**config.mk**
```make
export PLATFORM = sky130hd
export DESIGN_NAME = cluster_zone_warning_top
export DESIGN_NICKNAME = d
export VERILOG_FILES = /design/src/hw/rtl/czw_pkg.sv /design/src/hw/rtl/cluster_zone_warning_top.sv
export SDC_FILE = /design/constraint.sdc
export NUM_CORES = 2
export LEC_CHECK = 0
export BUFFER_PORTS_ARGS = -buffer_cell sky130_fd_sc_hd__buf_2
export CORE_MARGIN = 2
export CORE_UTILIZATION = 55
export CTS_BUF_LIST = sky130_fd_sc_hd__clkbuf_4
export DETAILED_ROUTE_END_ITERATION = 8
export HOLD_SLACK_MARGIN = 0.1
export PLACE_DENSITY = 0.71
export SYNTH_ARGS = -nofsm -noshare
export SYNTH_HDL_FRONTEND = slang
export SYNTH_SLANG_ARGS = --single-unit
```
**constraint.sdc**
```tcl
create_clock -name i_clk -period 9.5 [get_ports i_clk]
set_input_delay 1.9 -clock i_clk [delete_from_list [all_inputs] [get_ports i_clk]]
set_output_delay 1.9 -clock i_clk [all_outputs]
set_load 0.1 [all_outputs]
```
**src/hw/rtl/czw_pkg.sv**
```systemverilog
// Package for the cluster zone warning block.
// Holds coordinate widths, register indexes, reset bounds and zone codes.
// No dependencies.
package czw_pkg;

    localparam int COORD_BITS     = 16;
    localparam int DIST_BITS      = 2 * COORD_BITS;
    localparam int NUM_CFG        = 8;
    localparam int CFG_ADDR_BITS  = 3;
    localparam int IN_DATA_BITS   = ((2 * COORD_BITS + 7) / 8) * 8;
    localparam int OUT_DATA_BITS  = 8;

    typedef logic signed [COORD_BITS-1:0] t_coord;
    typedef logic [DIST_BITS-1:0]         t_dist;
    typedef logic [1:0]                   t_code;

    // Zone codes; a lower code is more severe.
    localparam t_code CODE_RED    = 2'd0;
    localparam t_code CODE_YELLOW = 2'd1;
    localparam t_code CODE_NONE   = 2'd2;

    // Register indexes on the configuration port.
    localparam logic [CFG_ADDR_BITS-1:0] CFG_RED_X_LOW     = 3'd0;
    localparam logic [CFG_ADDR_BITS-1:0] CFG_RED_X_HIGH    = 3'd1;
    localparam logic [CFG_ADDR_BITS-1:0] CFG_RED_Y_LOW     = 3'd2;
    localparam logic [CFG_ADDR_BITS-1:0] CFG_RED_Y_HIGH    = 3'd3;
    localparam logic [CFG_ADDR_BITS-1:0] CFG_YELLOW_X_LOW  = 3'd4;
    localparam logic [CFG_ADDR_BITS-1:0] CFG_YELLOW_X_HIGH = 3'd5;
    localparam logic [CFG_ADDR_BITS-1:0] CFG_YELLOW_Y_LOW  = 3'd6;
    localparam logic [CFG_ADDR_BITS-1:0] CFG_YELLOW_Y_HIGH = 3'd7;

    localparam t_coord CFG_RESET [NUM_CFG] = '{
        COORD_BITS'(-307), COORD_BITS'(307), COORD_BITS'(0),   COORD_BITS'(512),
        COORD_BITS'(-307), COORD_BITS'(307), COORD_BITS'(538), COORD_BITS'(1024)
    };

endpackage

```
**src/hw/rtl/cluster_zone_warning_top.sv**
```systemverilog
// Top level of the cluster zone warning block.
// Depends on czw_pkg for widths, register indexes and zone codes.
//
// Usage:
// Points stream in on the s_axis side, one beat per point or marker. tdata carries
// x and y, tuser says whether the beat has a point and whether it closes a
// cluster, and tlast closes the cluster and the frame together. Each closing
// beat yields one result beat on the m_axis side: the cluster's code, whether
// the cluster held a point, the worst code of the frame so far and, on tlast,
// the end of the frame. Other beats yield nothing.
// An input beat passes an input register, a stage with the two squares and the
// zone tests, and the result register on its way to the result beat.
// Throughput is one beat per cycle while the receiver does not stall; the
// nearest-point compare (one add and one 32-bit compare) is the loop that sets it.
// Reset restores the default zone bounds, empties the pipeline and clears the
// cluster and frame state. When the receiver stalls, the result register
// holds and beats that close nothing keep flowing; once a closing beat waits
// in the second stage and the input register is full, tready drops. Zone bounds
// are to be written on the cfg port while the block is idle; it is not enforced.
module cluster_zone_warning_top (
    input  logic                              i_clk,
    input  logic                              i_rst_n,
    input  logic                              i_cfg_we,
    input  logic [czw_pkg::CFG_ADDR_BITS-1:0] i_cfg_addr,
    input  logic [czw_pkg::COORD_BITS-1:0]    i_cfg_wdata,
    input  logic                              i_s_axis_tvalid,
    output logic                              o_s_axis_tready,
    // point_x, point_y
    input  logic [czw_pkg::IN_DATA_BITS-1:0]  i_s_axis_tdata,
    // has_point, cluster_end
    input  logic [1:0]                        i_s_axis_tuser,
    input  logic                              i_s_axis_tlast,
    output logic                              o_m_axis_tvalid,
    input  logic                              i_m_axis_tready,
    // cluster_code, frame_code, zero padding
    output logic [czw_pkg::OUT_DATA_BITS-1:0] o_m_axis_tdata,
    // cluster_valid
    output logic                              o_m_axis_tuser,
    output logic                              o_m_axis_tlast
);
    import czw_pkg::*;

    function automatic logic in_zone(t_coord xl, t_coord xh, t_coord yl, t_coord yh,
                                     t_coord x, t_coord y);
        in_zone = (xl < x) && (x <= xh) && (yl <= y) && (y < yh);
    endfunction

    t_coord r_cfg [NUM_CFG];

    // Input stage.
    logic   r_s1_valid;
    t_coord r_s1_x, r_s1_y;
    logic   r_s1_has, r_s1_cl, r_s1_fr;

    // Squares and zone stage.
    logic   r_s2_valid;
    t_dist  r_s2_xsq, r_s2_ysq;
    t_coord r_s2_x, r_s2_y;
    logic   r_s2_red, r_s2_yel;
    logic   r_s2_has, r_s2_cl, r_s2_fr;

    // Cluster and frame state.
    t_dist  r_near_dist;
    t_coord r_near_x, r_near_y;
    logic   r_seen;
    t_code  r_frame_worst;

    // Result register.
    logic  r_o_valid;
    t_code r_o_cl_code, r_o_fr_code;
    logic  r_o_cl_valid, r_o_done;

    logic out_free, s2_close, s2_go, s2_free, s1_free;
    logic signed [DIST_BITS-1:0] x_sq, y_sq;
    t_dist  d;
    t_code  p_code;
    logic   near_red, near_yel;
    t_code  near_code;
    logic   take;
    logic   n_seen;
    t_code  n_code, n_frame;
    t_dist  n_dist;
    t_coord n_near_x, n_near_y;

    assign out_free = !r_o_valid || i_m_axis_tready;
    assign s2_close = r_s2_cl || r_s2_fr;
    assign s2_go    = r_s2_valid && (!s2_close || out_free);
    assign s2_free  = !r_s2_valid || s2_go;
    assign s1_free  = !r_s1_valid || s2_free;

    assign o_s_axis_tready = s1_free;

    // Products are taken at full width, so the sign extends before the multiply.
    assign x_sq = r_s1_x * r_s1_x;
    assign y_sq = r_s1_y * r_s1_y;

    // The kept point is tested against the bounds in force when its cluster
    // closes; this runs beside the distance compare, not after it.
    assign near_red  = in_zone(r_cfg[CFG_RED_X_LOW], r_cfg[CFG_RED_X_HIGH],
                               r_cfg[CFG_RED_Y_LOW], r_cfg[CFG_RED_Y_HIGH],
                               r_near_x, r_near_y);
    assign near_yel  = in_zone(r_cfg[CFG_YELLOW_X_LOW], r_cfg[CFG_YELLOW_X_HIGH],
                               r_cfg[CFG_YELLOW_Y_LOW], r_cfg[CFG_YELLOW_Y_HIGH],
                               r_near_x, r_near_y);
    assign near_code = near_red ? CODE_RED : (near_yel ? CODE_YELLOW : CODE_NONE);

    // Two squares of COORD_BITS signed values never carry out of DIST_BITS.
    assign d        = r_s2_xsq + r_s2_ysq;
    assign p_code   = r_s2_red ? CODE_RED : (r_s2_yel ? CODE_YELLOW : CODE_NONE);
    assign take     = r_s2_has && (!r_seen || d < r_near_dist);
    assign n_seen   = r_seen || r_s2_has;
    assign n_code   = take ? p_code : near_code;
    assign n_dist   = take ? d : r_near_dist;
    assign n_near_x = take ? r_s2_x : r_near_x;
    assign n_near_y = take ? r_s2_y : r_near_y;
    assign n_frame  = (n_seen && n_code < r_frame_worst) ? n_code : r_frame_worst;

    always_ff @(posedge i_clk) begin
        if (!i_rst_n) begin
            for (int i = 0; i < NUM_CFG; i++) begin
                r_cfg[i] <= CFG_RESET[i];
            end
        end else if (i_cfg_we) begin
            r_cfg[i_cfg_addr] <= i_cfg_wdata;
        end
    end

    always_ff @(posedge i_clk) begin
        if (!i_rst_n) begin
            r_s1_valid <= 1'b0;
        end else if (s1_free) begin
            r_s1_valid <= i_s_axis_tvalid;
        end
        if (s1_free && i_s_axis_tvalid) begin
            r_s1_x   <= i_s_axis_tdata[COORD_BITS-1:0];
            r_s1_y   <= i_s_axis_tdata[2*COORD_BITS-1:COORD_BITS];
            r_s1_has <= i_s_axis_tuser[0];
            r_s1_cl  <= i_s_axis_tuser[1];
            r_s1_fr  <= i_s_axis_tlast;
        end
    end

    always_ff @(posedge i_clk) begin
        if (!i_rst_n) begin
            r_s2_valid <= 1'b0;
        end else if (s2_free) begin
            r_s2_valid <= r_s1_valid;
        end
        if (s2_free && r_s1_valid) begin
            r_s2_xsq <= $unsigned(x_sq);
            r_s2_ysq <= $unsigned(y_sq);
            r_s2_x   <= r_s1_x;
            r_s2_y   <= r_s1_y;
            r_s2_red <= in_zone(r_cfg[CFG_RED_X_LOW], r_cfg[CFG_RED_X_HIGH],
                                r_cfg[CFG_RED_Y_LOW], r_cfg[CFG_RED_Y_HIGH],
                                r_s1_x, r_s1_y);
            r_s2_yel <= in_zone(r_cfg[CFG_YELLOW_X_LOW], r_cfg[CFG_YELLOW_X_HIGH],
                                r_cfg[CFG_YELLOW_Y_LOW], r_cfg[CFG_YELLOW_Y_HIGH],
                                r_s1_x, r_s1_y);
            r_s2_has <= r_s1_has;
            r_s2_cl  <= r_s1_cl;
            r_s2_fr  <= r_s1_fr;
        end
    end

    // The nearest point is kept as coordinates, so bounds written between
    // clusters' points apply when the cluster closes.
    always_ff @(posedge i_clk) begin
        if (!i_rst_n) begin
            r_near_dist   <= '1;
            r_near_x      <= '0;
            r_near_y      <= '0;
            r_seen        <= 1'b0;
            r_frame_worst <= CODE_NONE;
        end else if (s2_go) begin
            if (s2_close) begin
                r_near_dist   <= '1;
                r_near_x      <= '0;
                r_near_y      <= '0;
                r_seen        <= 1'b0;
                r_frame_worst <= r_s2_fr ? CODE_NONE : n_frame;
            end else begin
                r_near_dist <= n_dist;
                r_near_x    <= n_near_x;
                r_near_y    <= n_near_y;
                r_seen      <= n_seen;
            end
        end
    end

    always_ff @(posedge i_clk) begin
        if (!i_rst_n) begin
            r_o_valid <= 1'b0;
        end else if (out_free) begin
            r_o_valid <= s2_go && s2_close;
        end
        if (out_free && s2_go && s2_close) begin
            r_o_cl_code  <= n_seen ? n_code : CODE_NONE;
            r_o_cl_valid <= n_seen;
            r_o_fr_code  <= n_frame;
            r_o_done     <= r_s2_fr;
        end
    end

    assign o_m_axis_tvalid = r_o_valid;
    assign o_m_axis_tdata  = {(OUT_DATA_BITS - 4)'(0), r_o_fr_code, r_o_cl_code};
    assign o_m_axis_tuser  = r_o_cl_valid;
    assign o_m_axis_tlast  = r_o_done;

    a_empty_cluster_none: assert property (@(posedge i_clk) disable iff (!i_rst_n)
        r_o_valid && !r_o_cl_valid |-> r_o_cl_code == CODE_NONE)
        else $error("empty cluster reported with a zone code");

    a_frame_at_least_cluster: assert property (@(posedge i_clk) disable iff (!i_rst_n)
        r_o_valid && r_o_cl_valid |-> r_o_fr_code <= r_o_cl_code)
        else $error("frame code less severe than its cluster code");

    a_close_clears_cluster: assert property (@(posedge i_clk) disable iff (!i_rst_n)
        s2_go && s2_close |=> !r_seen)
        else $error("cluster state not cleared after a closing beat");

    a_frame_end_clears_worst: assert property (@(posedge i_clk) disable iff (!i_rst_n)
        s2_go && r_s2_fr |=> r_frame_worst == CODE_NONE)
        else $error("frame state not cleared after frame end");

endmodule

```
Word-level counts from Yosys, hierarchy flattened
Memories as Yosys holds them, arrays and structs flattened.
Cells that the tools add are included.
Cells by class
  reductions and logical operators: 36
  multiply operators: 2
  add/subtract/negate cells: 1
  magnitude comparators: 18
  multiplexer cells: 21
Operators by type and width (number)
  $le 16x16->1: 8
  $lt 16x16->1: 8
  $mux 16: 5
  $mul 16x16->32: 2
  $mux 32: 2
  $add 32x32->32: 1
  $lt 32x32->1: 1
  $logic_and 1x1->1: 20
  $reduce_or 16->1: 1
  $mux 2: 7
  $logic_or 1x1->1: 7
  $mux 1: 6
  $logic_not 1->1: 5
  $reduce_and 2->1: 2
  $mux 3: 1
  $lt 2x2->1: 1
  $reduce_bool 2->1: 1
Storage, ports and cells
  logic and storage cells: 105
  bits in writable memories: 128
  input bits: 59
  memories: 1
  output and inout port bits: 12
  register bits after elaboration: 212
Memory list
  r_cfg: depth 8, width 16, read ports 8, clocked after Yosys merged registers in 0, write ports 8, RTL line cluster_zone_warning_top.sv:48  | t_coord r_cfg [NUM_CFG];

Longest topological paths before layout
An unclocked memory read counts as a cell.
  depth in word-level cells: 12
  depth in mapped cells: 27
  mapped depth without buffers: 25

Least setup slack after synthesis
No wires, ideal clock.
  path type: input-to-reg
  start: input port i_m_axis_tready
  end: register r_s2_cl, enable pin
  library setup time: 0.565 ns
  arrival time: 6.475 ns
  required time: 8.935 ns
  path slack: 2.461 ns
  path buffers: 0
  cell stages on the path: 3
  path through: nand2b_1 nor2_1 nor2b_1
Between the ends
  word-level cells in the longest chain between the ends: 5
Ends and longest elaborated chain
  from (decl): RTL line cluster_zone_warning_top.sv:34  | input logic i_m_axis_tready,
  $logic_or 1x1->1: RTL line cluster_zone_warning_top.sv:85  | assign out_free = !r_o_valid || i_m_axis_tready;
  $logic_or 1x1->1: RTL line cluster_zone_warning_top.sv:87  | assign s2_go = r_s2_valid && (!s2_close || out_free);
  $logic_and 1x1->1: RTL line cluster_zone_warning_top.sv:87
  $logic_or 1x1->1: RTL line cluster_zone_warning_top.sv:88  | assign s2_free = !r_s2_valid || s2_go;
  $logic_and 1x1->1: RTL line cluster_zone_warning_top.sv:149  | if (s2_free && r_s1_valid) begin
  to (signal assigned): RTL line cluster_zone_warning_top.sv:161  | r_s2_cl <= r_s1_cl;
  to (decl): RTL line cluster_zone_warning_top.sv:60  | logic r_s2_has, r_s2_cl, r_s2_fr;
No other way between the ends.
A chain may end at the register's enable or synchronous reset.

Final worst setup path
  start: register r_s1_x[9]
  end: register r_s2_xsq[31], data pin
Between the ends
  word-level cells in the longest chain between the ends: 1
Ends and longest elaborated chain
  from (decl): RTL line cluster_zone_warning_top.sv:52  | t_coord r_s1_x, r_s1_y;
  from (signal assigned): RTL line cluster_zone_warning_top.sv:135  | r_s1_x <= i_s_axis_tdata[COORD_BITS-1:0];
  $mul 16x16->32: RTL line cluster_zone_warning_top.sv:94  | assign x_sq = r_s1_x * r_s1_x;
  net x_sq[31]: RTL line cluster_zone_warning_top.sv:74  | logic signed [DIST_BITS-1:0] x_sq, y_sq;
  to (signal assigned): RTL line cluster_zone_warning_top.sv:150  | r_s2_xsq <= $unsigned(x_sq);
  to (decl): RTL line cluster_zone_warning_top.sv:57  | t_dist r_s2_xsq, r_s2_ysq;
The timed path passes the listed nets, and every way through them passes these cells.

==> results.yml <==
worst_setup_path:
  critPathRequiredTime_ps: 10090
  rr_worst_depth: 23
  crit_arrival_ps: 8760
  r2r-start: "r_s1_x[9]"
  start_kind: "flip-flop"
  critical_path.max_fanout: 15
  r2r_slack_ps: 1340
  worstReg2RegEnd: "r_s2_xsq[31]"
  path_class: "flip-flop to flip-flop"
  worstSetupEndpointType: "flip-flop"
synthesis:
  synthCells: 3715
  synth-edff-count: 266
  synth-async-reset-ratio: 0
  ys_warn_count: 0
  synth_compound_area_frac: 0.08621
  synth-simple-area-share: 0.1176
  ys_seq_area_frac: 0.2546
  synth-seq-cells: 336
  synthXorXnorAreaFrac: 0.02375
  avgSynthCellArea_um2: 9.927
  synth_adder_area_share: 0.4220
  synth_top_family_by_area: "adder cells"
  muxShareOfSynthArea: 0.002307
  ys_types: 78
  synth_ff_type: "edfxtp_1"
  syn-cell-area_um2: 36880
routing:
  drt_first_iter_violations: 2241
  viasPerCell: 5.570
  drc: 0
  vias: 26610
  drtAntennaViolNets: 0
  wl_per_cell_um: 19.60
  drt-pass1-iter-count: 5
  drt_wl_total_um: 93630
die:
  die_h_um: 263.0
  dieWidth_um: 263.0
  core_um2: 66100
  start_util: 0.5580
  ios: 71
  row_count: 94
  die_area_um2: 69140
clocking:
  numCtsBuffers: 95
  cts.sinks: 336
  clockRootBuffer: "clkbuf_4"
  htree_levels: 3
  clockBufferDepth: 3
  cts.clk_slew.worst_paths_ps: 80
  cts_tree: "built"
  cts_hold_buf: 0
  post_cts_buffers: 0
  clkLatencyLatePin_ps: 870
  post_cts_resized: 0
sta:
  period_needed_ps: 8162
  maxSlewViolCount: 0
  finalHoldViolCount: 0
  min_period_over_period: 0.8591
  worst_slew_pin_slew_ps: 1313
  setup_tns_ps: 0
  max-slew-margin-rel: 0.1133
  rsz0062_at_grt: "no"
  max_freq_ghz: 0.1225
  fin_skew_ps: 96.91
  finalSetupViolations: 0
grt:
  grt_max_degree: 74
  grt_util_all_layers: 0.2764
  grt_pass1_vias: 26820
  overflow: 0
  antenna_found_initial: 4
  grt_first_pass_wirelength_um: 148100
outcome:
  outcome: "complete, no violations"
finish:
  fin_nets: 4845
  area_delta_synth_final_pct: 7.114
  final_common_cell: "inv_1"
  fill_cells: 5638
  most-common-layout-cells: "inv_1 (822), fa_1 (480), ha_1 (476)"
  seqCellArea_um2: 9389
  drive_gt1_frac: 0.07442
  final_cells: 4777
  multiInputGateArea_um2: 24080
worst_hold_path:
  hold_path_startpoint: "r_s1_has"
  hold_path_class: "flip-flop to flip-flop"
  holdPathStages: 0
  hold_path_end: "r_s2_has"
run:
  maxCapViolations: 0
placement:
  port_buffers: 66
  routabilityCongestion: 0.9800
  post-place-cells: 4597
  post-dp-hpwl_um: 74270
## metrics by stage
step / util / hold slack [ps] / setup slack [ps] / cell area [um^2]
2_1_floorplan: - / 400.3 / 2461 / 36890
3_3_place_gp: 0.5785 / 403.6 / 1684 / 38240
3_5_place_dp: 0.5785 / 419.4 / 1474 / 38240
4_1_cts: 0.5975 / 433.8 / 1472 / 39500
5_1_grt: 0.5976 / 439.9 / 932.7 / 39500
6_report: 0.5977 / 435.8 / 1338 / 39500
## Yosys cell counts (all sizes together) (8+ instances only)
library cell  instances  area (um^2)
a2111oi               9        103.9
a211oi               28        210.2
a21o                 62        466.7
a21oi               166        830.8
a31oi                10        62.56
and2                109        681.9
and3                 13        82.58
and4                  9        78.83
clkbuf               77        289.0
dfxtp                70         1401
edfxtp              266         7988
fa                  480         9609
ha                  476         5956
inv                 825         3097
nand2               240        900.9
nand2b               45        281.5
nand3                64        320.3
nand4                32        200.2
nor2                246        925.9
nor2b                26        162.7
nor3                 48        245.2
nor4                 12        90.09
o211ai               11        82.58
o21a                 19        142.6
o21ai               118        590.6
o21bai               16        120.1
or2                   8        50.05
or3                  34        212.7
xnor2                73        639.4
xor2                 27        236.5
## logic make-up after synthesis
kind of cell,count (synthesis)
xor gates and xnor gates,100
AOI/OAI and AO/OA,501
DFF,336
other,1
buffers and inverters,914
adders and majority gates,956
and+or+nand+nor,899
muxes,8
## critical path: stages (launching register included)
cell and delay, ps:
edfxtp_1 670, inv_1 430, nor2_1 130, fa_1 540
inv_1 60, fa_1 550, inv_1 60, fa_1 500
inv_1 50, fa_1 540, inv_1 50, fa_1 490
fa_1 420, ha_1 380, and4_1 260, and3_1 180
a32oi_1 250, a31oi_1 200, o41ai_1 1070, o21ai_0 400
nor3_1 290, o21bai_1 110, a21oi_1 170, xnor2_1 80
## state kept, by name (all words and copies together) (netlist names), 15 cells and up
name and count:
r_s1_x 16, r_near_dist 32, r_s2_xsq 31, r_s2_x 15, r_s2_y 15, r_near_x 16
r_s1_y 16, r_cfg 128, r_s2_ysq 31, r_near_y 16
## layout make-up
class | instances | share of cell area
multi-input cells | 2468 | 0.6094
flip-flops and latches | 336 | 0.2377
inverters | 830 | 0.07886
clock buffers | 147 | 0.02794
well taps | 864 | 0.02737
repair buffers | 99 | 0.01463
clock inverters | 30 | 0.003896
diodes | 3 | 0.0001900
## per-layer routing
metal / share of wire / global-route usage / vias up / wire (um)
met1: 0.43 / 0.3917 / 13150 / 40610
met5: 0 / 0 / - / 0
met2: 0.45 / 0.4359 / 964 / 42510
li1: - / - / 12340 / -
met3: 0.079 / 0.04442 / 157 / 7354
met4: 0.034 / 0.09174 / 0 / 3147
## worst max-delay path by stage
stage | depth (start not counted) | startpoint | end | slack, ps
3_5_place_dp | 23 | r_s1_x[2] | r_s2_xsq[31] | 1470
5_1_grt | 23 | r_s1_x[2] | r_s2_xsq[31] | 930
2_1_floorplan | 3 | i_m_axis_tready | r_s2_cl | 2460
3_3_place_gp | 23 | r_s1_x[9] | r_s2_xsq[31] | 1680
4_1_cts | 23 | r_s1_x[9] | r_s2_xsq[31] | 1470
6_report | 23 | r_s1_x[9] | r_s2_xsq[31] | 1340
Power is left out: the tool's default activity adds up to more than one toggle a clock period on the data nets, which glitch-free logic cannot reach.
